$ cat config.mk
export PLATFORM = sky130hd
export DESIGN_NAME = lru_page_replacement_flat
export DESIGN_NICKNAME = d
export VERILOG_FILES = /design/src/hw/rtl/lrupr_pkg.sv /design/src/hw/rtl/lrupr_ifs.sv /design/src/hw/rtl/lrupr_front.sv /design/src/hw/rtl/lrupr_back.sv /design/src/hw/rtl/lru_page_replacement.sv /design/src/flat_wrapper.sv
export SDC_FILE = /design/constraint.sdc
export NUM_CORES = 1
export LEC_CHECK = 0
export BUFFER_PORTS_ARGS = -buffer_cell sky130_fd_sc_hd__clkbuf_2
export CAP_MARGIN = 40
export CORE_ASPECT_RATIO = 1.25
export CORE_MARGIN = 1
export CORE_UTILIZATION = 41
export DETAILED_ROUTE_END_ITERATION = 6
export GPL_ROUTABILITY_DRIVEN = 0
export PLACE_DENSITY = 0.56
export SLEW_MARGIN = 5
export SYNTH_ARGS = -nofsm -noshare
export SYNTH_HDL_FRONTEND = slang
export SYNTH_SLANG_ARGS = --single-unit
export TNS_END_PERCENT = 10
$ cat constraint.sdc
create_clock -name clk -period 3.3 [get_ports clk]
set_input_delay 0.33 -clock clk [delete_from_list [all_inputs] [get_ports clk]]
set_output_delay 0.33 -clock clk [all_outputs]
set_load 0.01 [all_outputs]
$ cat src/hw/rtl/lrupr_pkg.sv
// lrupr_pkg: shared widths, constants and the reset value of the capacity register
// for the lru page replacement block; no dependencies
package lrupr_pkg;

	// fixed widths of the listing fields and of the capacity register
	localparam int OUT_PAGE_W = 16;
	localparam int POS_W      = 3;
	localparam int CFG_W      = 4;

	// capacity after reset
	localparam logic [CFG_W-1:0] CFG_RESET = 4'd8;

	typedef logic [OUT_PAGE_W-1:0] out_page_t;
	typedef logic [POS_W-1:0]      pos_t;
	typedef logic [CFG_W-1:0]      cfg_data_t;

endpackage

$ cat src/hw/rtl/lrupr_ifs.sv
// lrupr channel interfaces: access items, listing results and capacity writes
// depends on lrupr_pkg for the fixed field widths
interface lrupr_acc_if #(
	parameter int PAGE_BITS = 16
);
	logic                 valid;
	logic                 ready;
	logic [PAGE_BITS-1:0] page;

	modport source (output valid, output page, input ready);
	modport sink   (input valid, input page, output ready);
endinterface

interface lrupr_res_if;
	logic                 valid;
	logic                 ready;
	logic                 hit;
	logic                 fault_evicted;
	lrupr_pkg::out_page_t evicted_page;
	lrupr_pkg::pos_t      position;
	lrupr_pkg::out_page_t resident_page;
	logic                 last;

	modport source (output valid, output hit, output fault_evicted, output evicted_page,
		output position, output resident_page, output last, input ready);
	modport sink   (input valid, input hit, input fault_evicted, input evicted_page,
		input position, input resident_page, input last, output ready);
endinterface

interface lrupr_cfg_if;
	logic                 valid;
	logic                 ready;
	lrupr_pkg::cfg_data_t data;

	modport source (output valid, output data, input ready);
	modport sink   (input valid, input data, output ready);
endinterface

$ cat src/hw/rtl/lrupr_front.sv
// lrupr_front: accepts access items and holds them in a two-entry queue
// depends on lrupr_ifs (lrupr_acc_if)
module lrupr_front (
	input  logic         clk,
	input  logic         arst_n,
	lrupr_acc_if.sink    access,
	lrupr_acc_if.source  queue
);

	localparam int PAGE_BITS = $bits(access.page);

	logic [PAGE_BITS-1:0] slot_q [2];
	logic                 wr_ptr_q;
	logic                 rd_ptr_q;
	logic [1:0]           fill_q;
	logic                 push;
	logic                 pop;

	// handshakes on both sides
	assign access.ready = (fill_q != 2'd2);
	assign push         = access.valid && access.ready;
	assign queue.valid  = (fill_q != 2'd0);
	assign queue.page   = slot_q[rd_ptr_q];
	assign pop          = queue.valid && queue.ready;

	// queue storage
	always_ff @(posedge clk) begin
		if (push) begin
			slot_q[wr_ptr_q] <= access.page;
		end
	end

	// pointers and fill level
	always_ff @(posedge clk or negedge arst_n) begin
		if (!arst_n) begin
			wr_ptr_q <= 1'b0;
			rd_ptr_q <= 1'b0;
			fill_q   <= 2'd0;
		end else begin
			if (push) begin
				wr_ptr_q <= ~wr_ptr_q;
			end
			if (pop) begin
				rd_ptr_q <= ~rd_ptr_q;
			end
			case ({push, pop})
				2'b10:   fill_q <= fill_q + 2'd1;
				2'b01:   fill_q <= fill_q - 2'd1;
				default: fill_q <= fill_q;
			endcase
		end
	end

endmodule

$ cat src/hw/rtl/lrupr_back.sv
// lrupr_back: recency-ordered page list, lookup, update and listing sequencer
// depends on lrupr_pkg and lrupr_ifs
module lrupr_back #(
	parameter int FRAMES    = 8,
	parameter int PAGE_BITS = 16
) (
	input  logic         clk,
	input  logic         arst_n,
	lrupr_acc_if.sink    queue,
	lrupr_cfg_if.sink    cfg,
	lrupr_res_if.source  result
);

	localparam int CW   = $clog2(FRAMES + 1);
	localparam int CAPW = (CW > lrupr_pkg::CFG_W) ? CW : lrupr_pkg::CFG_W;
	localparam int OPW  = lrupr_pkg::OUT_PAGE_W;
	localparam int PW   = lrupr_pkg::POS_W;

	typedef enum logic [1:0] {
		ST_IDLE,
		ST_LOOKUP,
		ST_UPDATE,
		ST_LIST
	} state_t;

	state_t               state_q;
	lrupr_pkg::cfg_data_t fiu_q;

	// list entry 0 is the most recent page
	logic [PAGE_BITS-1:0] list_q [FRAMES];
	logic [PAGE_BITS-1:0] shift_src [FRAMES];
	logic [PAGE_BITS-1:0] rot_src [FRAMES];
	logic [CW-1:0]        count_q;
	logic [CW-1:0]        pos_q;
	logic [PAGE_BITS-1:0] page_q;
	logic [PAGE_BITS-1:0] tail_q;
	logic [FRAMES-1:0]    match_q;

	// outcome of the current access, held apart from a result still waiting
	logic                 upd_hit_q;
	logic                 upd_fault_q;
	lrupr_pkg::out_page_t upd_evict_q;

	// result register
	logic                 res_valid_q;
	logic                 hit_q;
	logic                 fault_q;
	lrupr_pkg::out_page_t evict_q;
	lrupr_pkg::pos_t      res_pos_q;
	lrupr_pkg::out_page_t res_page_q;
	logic                 res_last_q;

	logic [CAPW-1:0]      fiu_ext;
	logic [CAPW-1:0]      cap;
	logic                 free;
	logic                 any_hit;
	logic [CW-1:0]        hit_idx;
	logic [CW-1:0]        limit;
	logic                 emit;
	logic                 list_end;
	logic [CW+PW-1:0]     pos_wide;
	logic [PAGE_BITS+OPW-1:0] head_wide;
	logic [PAGE_BITS+OPW-1:0] tail_wide;

	// capacity clamped to one .. FRAMES
	always_comb begin
		fiu_ext = CAPW'(fiu_q);
		if (fiu_ext == '0) begin
			cap = CAPW'(1);
		end else if (fiu_ext > CAPW'(FRAMES)) begin
			cap = CAPW'(FRAMES);
		end else begin
			cap = fiu_ext;
		end
		free = CAPW'(count_q) < cap;
	end

	// hit position from the registered match vector
	always_comb begin
		any_hit = |match_q;
		hit_idx = '0;
		for (int k = 0; k < FRAMES; k++) begin
			if (match_q[k]) begin
				hit_idx = hit_idx | CW'(k);
			end
		end
		if (any_hit) begin
			limit = hit_idx;
		end else if (free) begin
			limit = count_q;
		end else begin
			limit = count_q - CW'(1);
		end
	end

	// neighbor taps for the insert shift and the listing rotation
	for (genvar g = 0; g < FRAMES; g++) begin : g_taps
		if (g == 0) begin : g_head
			assign shift_src[g] = page_q;
		end else begin : g_body
			assign shift_src[g] = list_q[g-1];
		end
		if (g == FRAMES - 1) begin : g_wrap
			assign rot_src[g] = list_q[0];
		end else begin : g_next
			assign rot_src[g] = list_q[g+1];
		end
	end

	// listing step control
	assign emit      = (state_q == ST_LIST) && (!res_valid_q || result.ready);
	assign list_end  = (pos_q == count_q - CW'(1));
	assign pos_wide  = (CW+PW)'(pos_q);
	assign head_wide = (PAGE_BITS+OPW)'(list_q[0]);
	assign tail_wide = (PAGE_BITS+OPW)'(tail_q);

	assign queue.ready = (state_q == ST_IDLE);
	assign cfg.ready   = 1'b1;

	// result port
	assign result.valid         = res_valid_q;
	assign result.hit           = hit_q;
	assign result.fault_evicted = fault_q;
	assign result.evicted_page  = evict_q;
	assign result.position      = res_pos_q;
	assign result.resident_page = res_page_q;
	assign result.last          = res_last_q;

	// page list, lookup and result payload
	always_ff @(posedge clk) begin
		if (queue.valid && queue.ready) begin
			page_q <= queue.page;
		end
		if (state_q == ST_LOOKUP) begin
			for (int k = 0; k < FRAMES; k++) begin
				match_q[k] <= (CW'(k) < count_q) && (list_q[k] == page_q);
			end
		end
		if (state_q == ST_UPDATE) begin
			// move the referenced page to the front
			for (int k = 0; k < FRAMES; k++) begin
				if (CW'(k) <= limit) begin
					list_q[k] <= shift_src[k];
				end
			end
			upd_hit_q   <= any_hit;
			upd_fault_q <= !any_hit && !free;
			upd_evict_q <= (!any_hit && !free) ? tail_wide[OPW-1:0] : '0;
		end
		if (emit) begin
			// rotate the occupied part so the next rank comes to the front
			for (int k = 0; k < FRAMES; k++) begin
				if (CW'(k) < count_q - CW'(1)) begin
					list_q[k] <= rot_src[k];
				end else if (CW'(k) == count_q - CW'(1)) begin
					list_q[k] <= list_q[0];
				end
			end
			hit_q      <= upd_hit_q;
			fault_q    <= upd_fault_q;
			evict_q    <= upd_evict_q;
			res_pos_q  <= pos_wide[PW-1:0];
			res_page_q <= head_wide[OPW-1:0];
			res_last_q <= list_end;
			if (list_end) begin
				tail_q <= list_q[0];
			end
		end
	end

	// sequencer, occupancy, capacity register and result valid
	always_ff @(posedge clk or negedge arst_n) begin
		if (!arst_n) begin
			state_q     <= ST_IDLE;
			count_q     <= '0;
			pos_q       <= '0;
			fiu_q       <= lrupr_pkg::CFG_RESET;
			res_valid_q <= 1'b0;
		end else begin
			if (cfg.valid && cfg.ready) begin
				fiu_q <= cfg.data;
			end
			if (emit) begin
				res_valid_q <= 1'b1;
			end else if (result.ready) begin
				res_valid_q <= 1'b0;
			end
			unique case (state_q)
				ST_IDLE: begin
					if (queue.valid) begin
						state_q <= ST_LOOKUP;
					end
				end
				ST_LOOKUP: begin
					state_q <= ST_UPDATE;
				end
				ST_UPDATE: begin
					if (!any_hit && free) begin
						count_q <= count_q + CW'(1);
					end
					pos_q   <= '0;
					state_q <= ST_LIST;
				end
				ST_LIST: begin
					if (emit) begin
						pos_q <= pos_q + CW'(1);
						if (list_end) begin
							state_q <= ST_IDLE;
						end
					end
				end
				default: begin
					state_q <= ST_IDLE;
				end
			endcase
		end
	end

endmodule

$ cat src/hw/rtl/lru_page_replacement.sv
// lru page replacement: an accepted item waits in the front queue, then the back takes it,
// looks it up and updates the list in its idle, lookup and update states before listing
// one page a cycle, stalled while a result waits unaccepted; the back takes no new item
// until its listing pass ends, which rotates the recency list one rank per listed page,
// while the front queue can hold two items meanwhile
// reset empties the frame set and sets the capacity to 8; no clearing pass
module lru_page_replacement #(
	parameter int FRAMES    = 8,
	parameter int PAGE_BITS = 16
) (
	input  logic         clk,
	input  logic         arst_n,
	lrupr_acc_if.sink    access,
	lrupr_res_if.source  result,
	lrupr_cfg_if.sink    cfg
);

	// queue between the accepting front and the list sequencer
	lrupr_acc_if #(.PAGE_BITS(PAGE_BITS)) queue_ch ();

	lrupr_front u_front (
		.clk    (clk),
		.arst_n (arst_n),
		.access (access),
		.queue  (queue_ch.source)
	);

	lrupr_back #(
		.FRAMES    (FRAMES),
		.PAGE_BITS (PAGE_BITS)
	) u_back (
		.clk    (clk),
		.arst_n (arst_n),
		.queue  (queue_ch.sink),
		.cfg    (cfg),
		.result (result)
	);

endmodule

$ cat src/flat_wrapper.sv
// flat-port wrapper written by rule: the top's interface ports become plain ports
module lru_page_replacement_flat 
#(
	parameter int FRAMES    = 8,
	parameter int PAGE_BITS = 16
)
  (clk, arst_n, access_valid, access_page, access_ready, result_valid, result_hit, result_fault_evicted, result_evicted_page, result_position, result_resident_page, result_last, result_ready, cfg_valid, cfg_data, cfg_ready);
  lrupr_acc_if #(.PAGE_BITS(PAGE_BITS)) access_i ();
  lrupr_res_if result_i ();
  lrupr_cfg_if cfg_i ();
  input  logic clk;
  input  logic arst_n;
  input wire logic [$bits(access_i.valid)-1:0] access_valid;
  input wire logic [$bits(access_i.page)-1:0] access_page;
  output wire logic [$bits(access_i.ready)-1:0] access_ready;
  output wire logic [$bits(result_i.valid)-1:0] result_valid;
  output wire logic [$bits(result_i.hit)-1:0] result_hit;
  output wire logic [$bits(result_i.fault_evicted)-1:0] result_fault_evicted;
  output wire logic [$bits(result_i.evicted_page)-1:0] result_evicted_page;
  output wire logic [$bits(result_i.position)-1:0] result_position;
  output wire logic [$bits(result_i.resident_page)-1:0] result_resident_page;
  output wire logic [$bits(result_i.last)-1:0] result_last;
  input wire logic [$bits(result_i.ready)-1:0] result_ready;
  input wire logic [$bits(cfg_i.valid)-1:0] cfg_valid;
  input wire logic [$bits(cfg_i.data)-1:0] cfg_data;
  output wire logic [$bits(cfg_i.ready)-1:0] cfg_ready;
  assign access_i.valid = access_valid;
  assign access_i.page = access_page;
  assign access_ready = access_i.ready;
  assign result_valid = result_i.valid;
  assign result_hit = result_i.hit;
  assign result_fault_evicted = result_i.fault_evicted;
  assign result_evicted_page = result_i.evicted_page;
  assign result_position = result_i.position;
  assign result_resident_page = result_i.resident_page;
  assign result_last = result_i.last;
  assign result_i.ready = result_ready;
  assign cfg_i.valid = cfg_valid;
  assign cfg_i.data = cfg_data;
  assign cfg_ready = cfg_i.ready;
  lru_page_replacement #(.FRAMES(FRAMES), .PAGE_BITS(PAGE_BITS)) u_core (.clk(clk), .arst_n(arst_n), .access(access_i), .result(result_i), .cfg(cfg_i));
endmodule
-- After elaboration in Yosys (flattened, before gate mapping)
Memory sizes are Yosys's and may differ from the RTL's. A register that Yosys moved wholly into a read port is not among the register bits.
Index checks and enable logic that the tools add are counted.
- bits in writable memories: 160
- register bits: 99
- logic and storage cells: 242
- memories: 2
- bits of input ports: 25
- output and inout bits: 41
- memories (name ; words ; bits a word ; rd ports ; clocked after Yosys merged registers in ; write ports ; RTL line ; source):
    u_core.u_back.list_q ; 8 ; 16 ; 8 ; 0 ; 8 ; lrupr_back.sv:30 ; logic [PAGE_BITS-1:0] list_q [FRAMES];
    u_core.u_front.slot_q ; 2 ; 16 ; 1 ; 1 ; 1 ; lrupr_front.sv:12 ; logic [PAGE_BITS-1:0] slot_q [2];
- mux-type cells: 118
- eq/ne operators: 25
- reduce and logical (&&, ||, !) cells: 29
- add/sub/neg operators: 5
- $lt $le $gt $ge: 26
- bitwise gates (word level): 18
- operators by type and width (kind ; count):
    $mux W16 ; 16
    $eq A16 B16 Y1 ; 8
    $mux W1 ; 85
    $lt A3 B4 Y1 const A ; 8
    $mux W4 ; 5
    $eq A3 B4 Y1 const A ; 4
    $le A3 B4 Y1 const A ; 4
    $lt A1 B4 Y1 const A ; 4
    $lt A2 B4 Y1 const A ; 4
    $or A1 B1 Y1 ; 16
    $logic_and A1 B1 Y1 ; 13
    $mux W3 ; 4
    $mux W2 ; 5
    $add A4 B1 Y4 const B ; 2
    $eq A2 B4 Y1 const A ; 2
    $le A1 B4 Y1 const A ; 2
    $le A2 B4 Y1 const A ; 2
    $logic_not A4 Y1 ; 2
    $ne A2 B2 Y1 const B ; 4
    $pmux W2 S4 ; 1
    $pmux W4 S2 ; 1
    $reduce_bool A2 Y1 ; 4
    $reduce_or A8 Y1 ; 1
    $eq A2 B2 Y1 const B ; 3
    15 further kinds ; 21

-- Depth between registers and ports, before layout
- depth after elaboration: 14
- mapped depth: 10
- depth with buffers taken out: 9

-- By module
A second synthesis with hierarchy kept.
- cell total of the unflattened synthesis: 1033
- area total of the unflattened synthesis: 13375.3 µm²
- by module, submodules not included (module ; area each (µm²) ; cells each ; sequential area each (µm²) ; instances):
    lrupr_back ; 12016.5 ; 966 ; 7103.1 ; 1
    lrupr_front ; 1358.8 ; 67 ; 1061.0 ; 1

-- Worst setup path before layout
No wires, ideal clock.
- kind: register to register
- start: register u_core.u_back.fiu_q[3], in the netlist u_core.u_back.fiu_ext[3]
- end: memory u_core.u_back.list_q[5][0], in the netlist u_core.u_back.list_q[0][80] (enable)
- stages on the path, launching flop included: 10
- data arrival time: 3.078 ns
- path slack: -0.189 ns
- required time: 2.889 ns
- path buffers: 0
- cells stage by stage: dfstp_2 -> inv_1 -> nand2_1 -> ha_1 -> nand2b_1 -> o211a_2 -> nand2b_1 -> o311ai_0 -> a211oi_1 -> o21ai_0
- RTL lines (element ; RTL line ; source):
    start: declaration ; lrupr_back.sv:27 ; lrupr_pkg::cfg_data_t fiu_q;
    start signal: assignment ; lrupr_back.sv:177 ; fiu_q <= lrupr_pkg::CFG_RESET;
    start signal: assignment ; lrupr_back.sv:181 ; fiu_q <= cfg.data;
    end: declaration ; lrupr_back.sv:30 ;

==> flow_metrics.env <==
export IMPL_layout_nets=1179
export IMPL_overflow=0
export IMPL_synth_largest_area_cell="edfxtp_1"
export IMPL_slew_headroom=0.475
export IMPL_critical_path_class="reg2reg"
export IMPL_p_per_area_nw_per_um2=1110
export IMPL_rr_endpoint="u_core.u_back.list_q[0][99]$_DFFE_PP_"
export IMPL_netlist_area_um2=13400
export IMPL_setup_viol=0
export IMPL_vias=8599
export IMPL_synth_top_area_frac=0.574
export IMPL_dp_final_hpwl_um=25300
export IMPL_cts_tree="yes"
export IMPL_holdWs_ns=0.0924
export IMPL_synth_cells=1042
export IMPL_startpoint_type="flop"
export IMPL_ant_nets=0
export IMPL_dp_cells=1497
export IMPL_drt_wl_total_um=35400
export IMPL_synth_fp_nets=1083
export IMPL_die_y_um=204
export IMPL_setup_ws_ns=0.292
export IMPL_synth_edf_count=256
export IMPL_rows=73
export IMPL_critPathMaxFanout=17
export IMPL_grt_max_degree=58
export IMPL_finClkSkew_ns=0.0170
export IMPL_drive_above_1_share=0.219
export IMPL_min_path_cells=3
export IMPL_syn_area_per_cell_um2=12.9
export IMPL_reg2reg_depth=9
export IMPL_antenna_found_initial=0
export IMPL_fin_total_pwr_mw=17.3
export IMPL_r2r_start="u_core.u_back.fiu_ext[3]$_DFFE_PN1P_"
export IMPL_diodes=0
export IMPL_period_share=0.912
export IMPL_dp_slack_ns=0.337
export IMPL_viasPerCell=5.47
export IMPL_ctsRootBufferMaster="clkbuf_16"
export IMPL_synth_ff_latch_count=275
export IMPL_synth_distinct_cells=58
export IMPL_ys_flop_type="edfxtp_1"
export IMPL_track_usage=0.220
export IMPL_max_cap_violations=0
export IMPL_post_cts_buffers=0
export IMPL_cts_buffers=29
export IMPL_async_flop_share=0.0691
export IMPL_finalMaxSlewViolations=0
export IMPL_layoutNonFillerInstCount=1572
export IMPL_end_kind="flop"
export IMPL_cts_sinks=275
export IMPL_drcViolationCount=0
export IMPL_power_leakage_nw=5.82
export IMPL_yosysWarningCount=0
export IMPL_outcome="complete, no violations"
export IMPL_die_x_um=164
export IMPL_areaGrowthSynthToFinish_pct=15.7
export IMPL_grt_pass1_vias=8740
export IMPL_wire_per_inst_um=22.5
export IMPL_synth_seq_area_share=0.609
export IMPL_cts_clk_slew_worst_paths_ns=0.06
export IMPL_initial_core_util=0.419
export IMPL_rsz0062_at_grt="false"
export IMPL_dr_pass1_iters=5
export IMPL_fmax_mhz=332
export IMPL_grt_pass1_wl_um=54200
export IMPL_hold_violations=0
export IMPL_worst_slew_pin_slew_ns=0.788
export IMPL_period_minus_slack_ns=3.01
export IMPL_hold_path_startpoint="result_ready"
export IMPL_crit_arrival_ns=3.32
export IMPL_worstHoldEndpoint="u_core.u_back.result.valid$_DFFE_PN0P_"
export IMPL_hold_path_class="in2reg"
export IMPL_drt_iter0_drc=654
export IMPL_cts_buffer_depth=3
export IMPL_reg2reg_setup_slack_ns=0.29
export IMPL_ioPinCount=66
export IMPL_peakVddDrop_mv=0.444
export IMPL_core_area_um2=32000
export IMPL_ctsResizeCount=0
export IMPL_synthTopCellsByArea="edfxtp_1, mux2_2, xor2_1"
export IMPL_cts_hold_buf=22
export IMPL_port_buffers=64
export IMPL_clk_latency_ns=0.57
export IMPL_critical_path_required_ns=3.61
export IMPL_die_area_um2=33400
export IMPL_h_tree_depth=1
## cell type report
type / instances / area (um2)
Clock buffer: 32 / 737
Clock inverter: 21 / 220
Fill cell: 2851 / 16500
Inverter: 28 / 105
Multi-Input combinational cell: 669 / 4830
Sequential cell: 275 / 8160
Tap cell: 412 / 515
Timing Repair Buffer: 135 / 933
## worst max path at each step
stage	start	endpoint	slack, ns
after floorplan	u_core.u_back.count_q[0]$_DFFE_PN0P_	u_core.u_back.list_q[0][100]$_DFFE_PP_	-0.1
after global placement	u_core.u_back.fiu_ext[3]$_DFFE_PN1P_	u_core.u_back.list_q[0][98]$_DFFE_PP_	0.38
after detailed placement	u_core.u_back.fiu_ext[3]$_DFFE_PN1P_	u_core.u_back.list_q[0][98]$_DFFE_PP_	0.34
after CTS	u_core.u_back.fiu_ext[3]$_DFFE_PN1P_	u_core.u_back.list_q[0][98]$_DFFE_PP_	0.32
after global routing	u_core.u_back.fiu_ext[3]$_DFFE_PN1P_	u_core.u_back.list_q[0][101]$_DFFE_PP_	0.16
final	u_core.u_back.fiu_ext[3]$_DFFE_PN1P_	u_core.u_back.list_q[0][99]$_DFFE_PP_	0.29
## power breakdown
| part | switching, mW | internal, mW |
|---|---|---|
| Clock | 1.37 | 1.92 |
| Combinational | 3.19 | 2.54 |
| Sequential | 2.06 | 6.20 |
| Total | 6.61 | 10.7 |
## per-layer routing
layer	global-route usage	part of all wire	vias to the layer above
li1	-	-	3982
met1	0.280	0.42	4228
met3	0.0304	0.054	91
met2	0.366	0.48	298
met5	0	0	-
met4	0.106	0.050	0
## registers in the layout, summed over array words and instances (netlist names), 2 cells and up
name and flops:
u_core.u_back.list_q 128, u_core.u_front.slot_q 32, u_core.u_back.page_q 16, u_core.u_back.result.evicted_page 16, u_core.u_back.result.resident_page 16, u_core.u_back.tail_q 16
u_core.u_back.upd_evict_q 16, u_core.u_back.match_q 8, u_core.u_back.count_q 4, u_core.u_back.fiu_ext 4, u_core.u_back.pos_q 4, u_core.u_back.result.position 3
u_core.u_back.state_q 2, u_core.u_front.fill_q 2
## cells in the mapped netlist, types with 2 or more instances
library cell / n
a211oi_1: 2
a21oi_1: 27
a22oi_1: 32
a31oi_1: 2
and2_1: 3
and3_1: 18
buf_1: 2
buf_2: 9
buf_4: 3
buf_6: 2
clkbuf_1: 53
dfrtp_1: 18
edfxtp_1: 256
ha_1: 16
inv_1: 28
mux2_1: 10
mux2_2: 66
mux2_4: 9
mux2i_1: 18
nand2_1: 122
nand2b_1: 4
nand3_1: 9
nand4_1: 17
nor2_1: 39
nor2b_1: 2
nor3_1: 14
nor4_1: 20
nor4_2: 2
o211ai_1: 3
o21a_1: 2
o21ai_0: 46
o22ai_1: 16
or2_1: 2
or2_2: 2
or4_1: 3
xnor2_1: 64
xor2_1: 80
## kinds of logic after synthesis
logic type / Yosys count / share of synthesized area
flip-flops: 275 / 0.609
AND/OR/NAND/NOR: 262 / 0.0942
XOR/XNOR: 144 / 0.0942
AO/OA/AOI/OAI: 143 / 0.0680
multiplexers: 103 / 0.0874
buffers and inverters: 98 / 0.0315
adder cells (fa/ha/maj): 16 / 0.0149
other: 1 / 0.000280
## through the flow
step | util | setup TNS (ns) | cell area [um2]
finish | 0.485 | 0 | 15500
global placement | 0.448 | 0 | 14300
floorplan | - | -1.54 | 13400
global route | 0.485 | 0 | 15500
CTS | 0.485 | 0 | 15500
detailed placement | 0.448 | 0 | 14300
## critical path, stage by stage, from the launching register on
cell and delay, ns:
dfstp_2 0.53, inv_1 0.07, ha_1 0.24, nor3_1 0.23, o211a_2 0.34, o221ai_2 0.19
a311o_2 0.41, a31oi_4 0.21, buf_12 0.19, mux2_2 0.34
## placed cells by master (no fill, tap or decap), types with 5 or more instances in the layout
cell / netlist / routed
a21oi_1: 27 / 26
a22oi_1: 32 / 32
and3_1: 18 / 18
buf_4: 3 / 47
clkbuf_16: 0 / 29
clkbuf_2: 0 / 64
clkinv_2: 0 / 6
clkinvlp_4: 0 / 5
dfrtp_1: 18 / 18
dlygate4sd3_1: 0 / 22
edfxtp_1: 256 / 256
ha_1: 16 / 16
inv_1: 28 / 27
mux2_1: 10 / 10
mux2_2: 66 / 66
mux2_4: 9 / 9
mux2i_1: 18 / 18
nand2_1: 122 / 122
nand3_1: 9 / 9
nand4_1: 17 / 17
nor2_1: 39 / 38
nor3_1: 14 / 14
nor4_1: 20 / 20
o21ai_0: 46 / 43
o22ai_1: 16 / 16
xnor2_1: 64 / 64
xor2_1: 80 / 80
No activity file was read; power rests on OpenSTA's default activity.
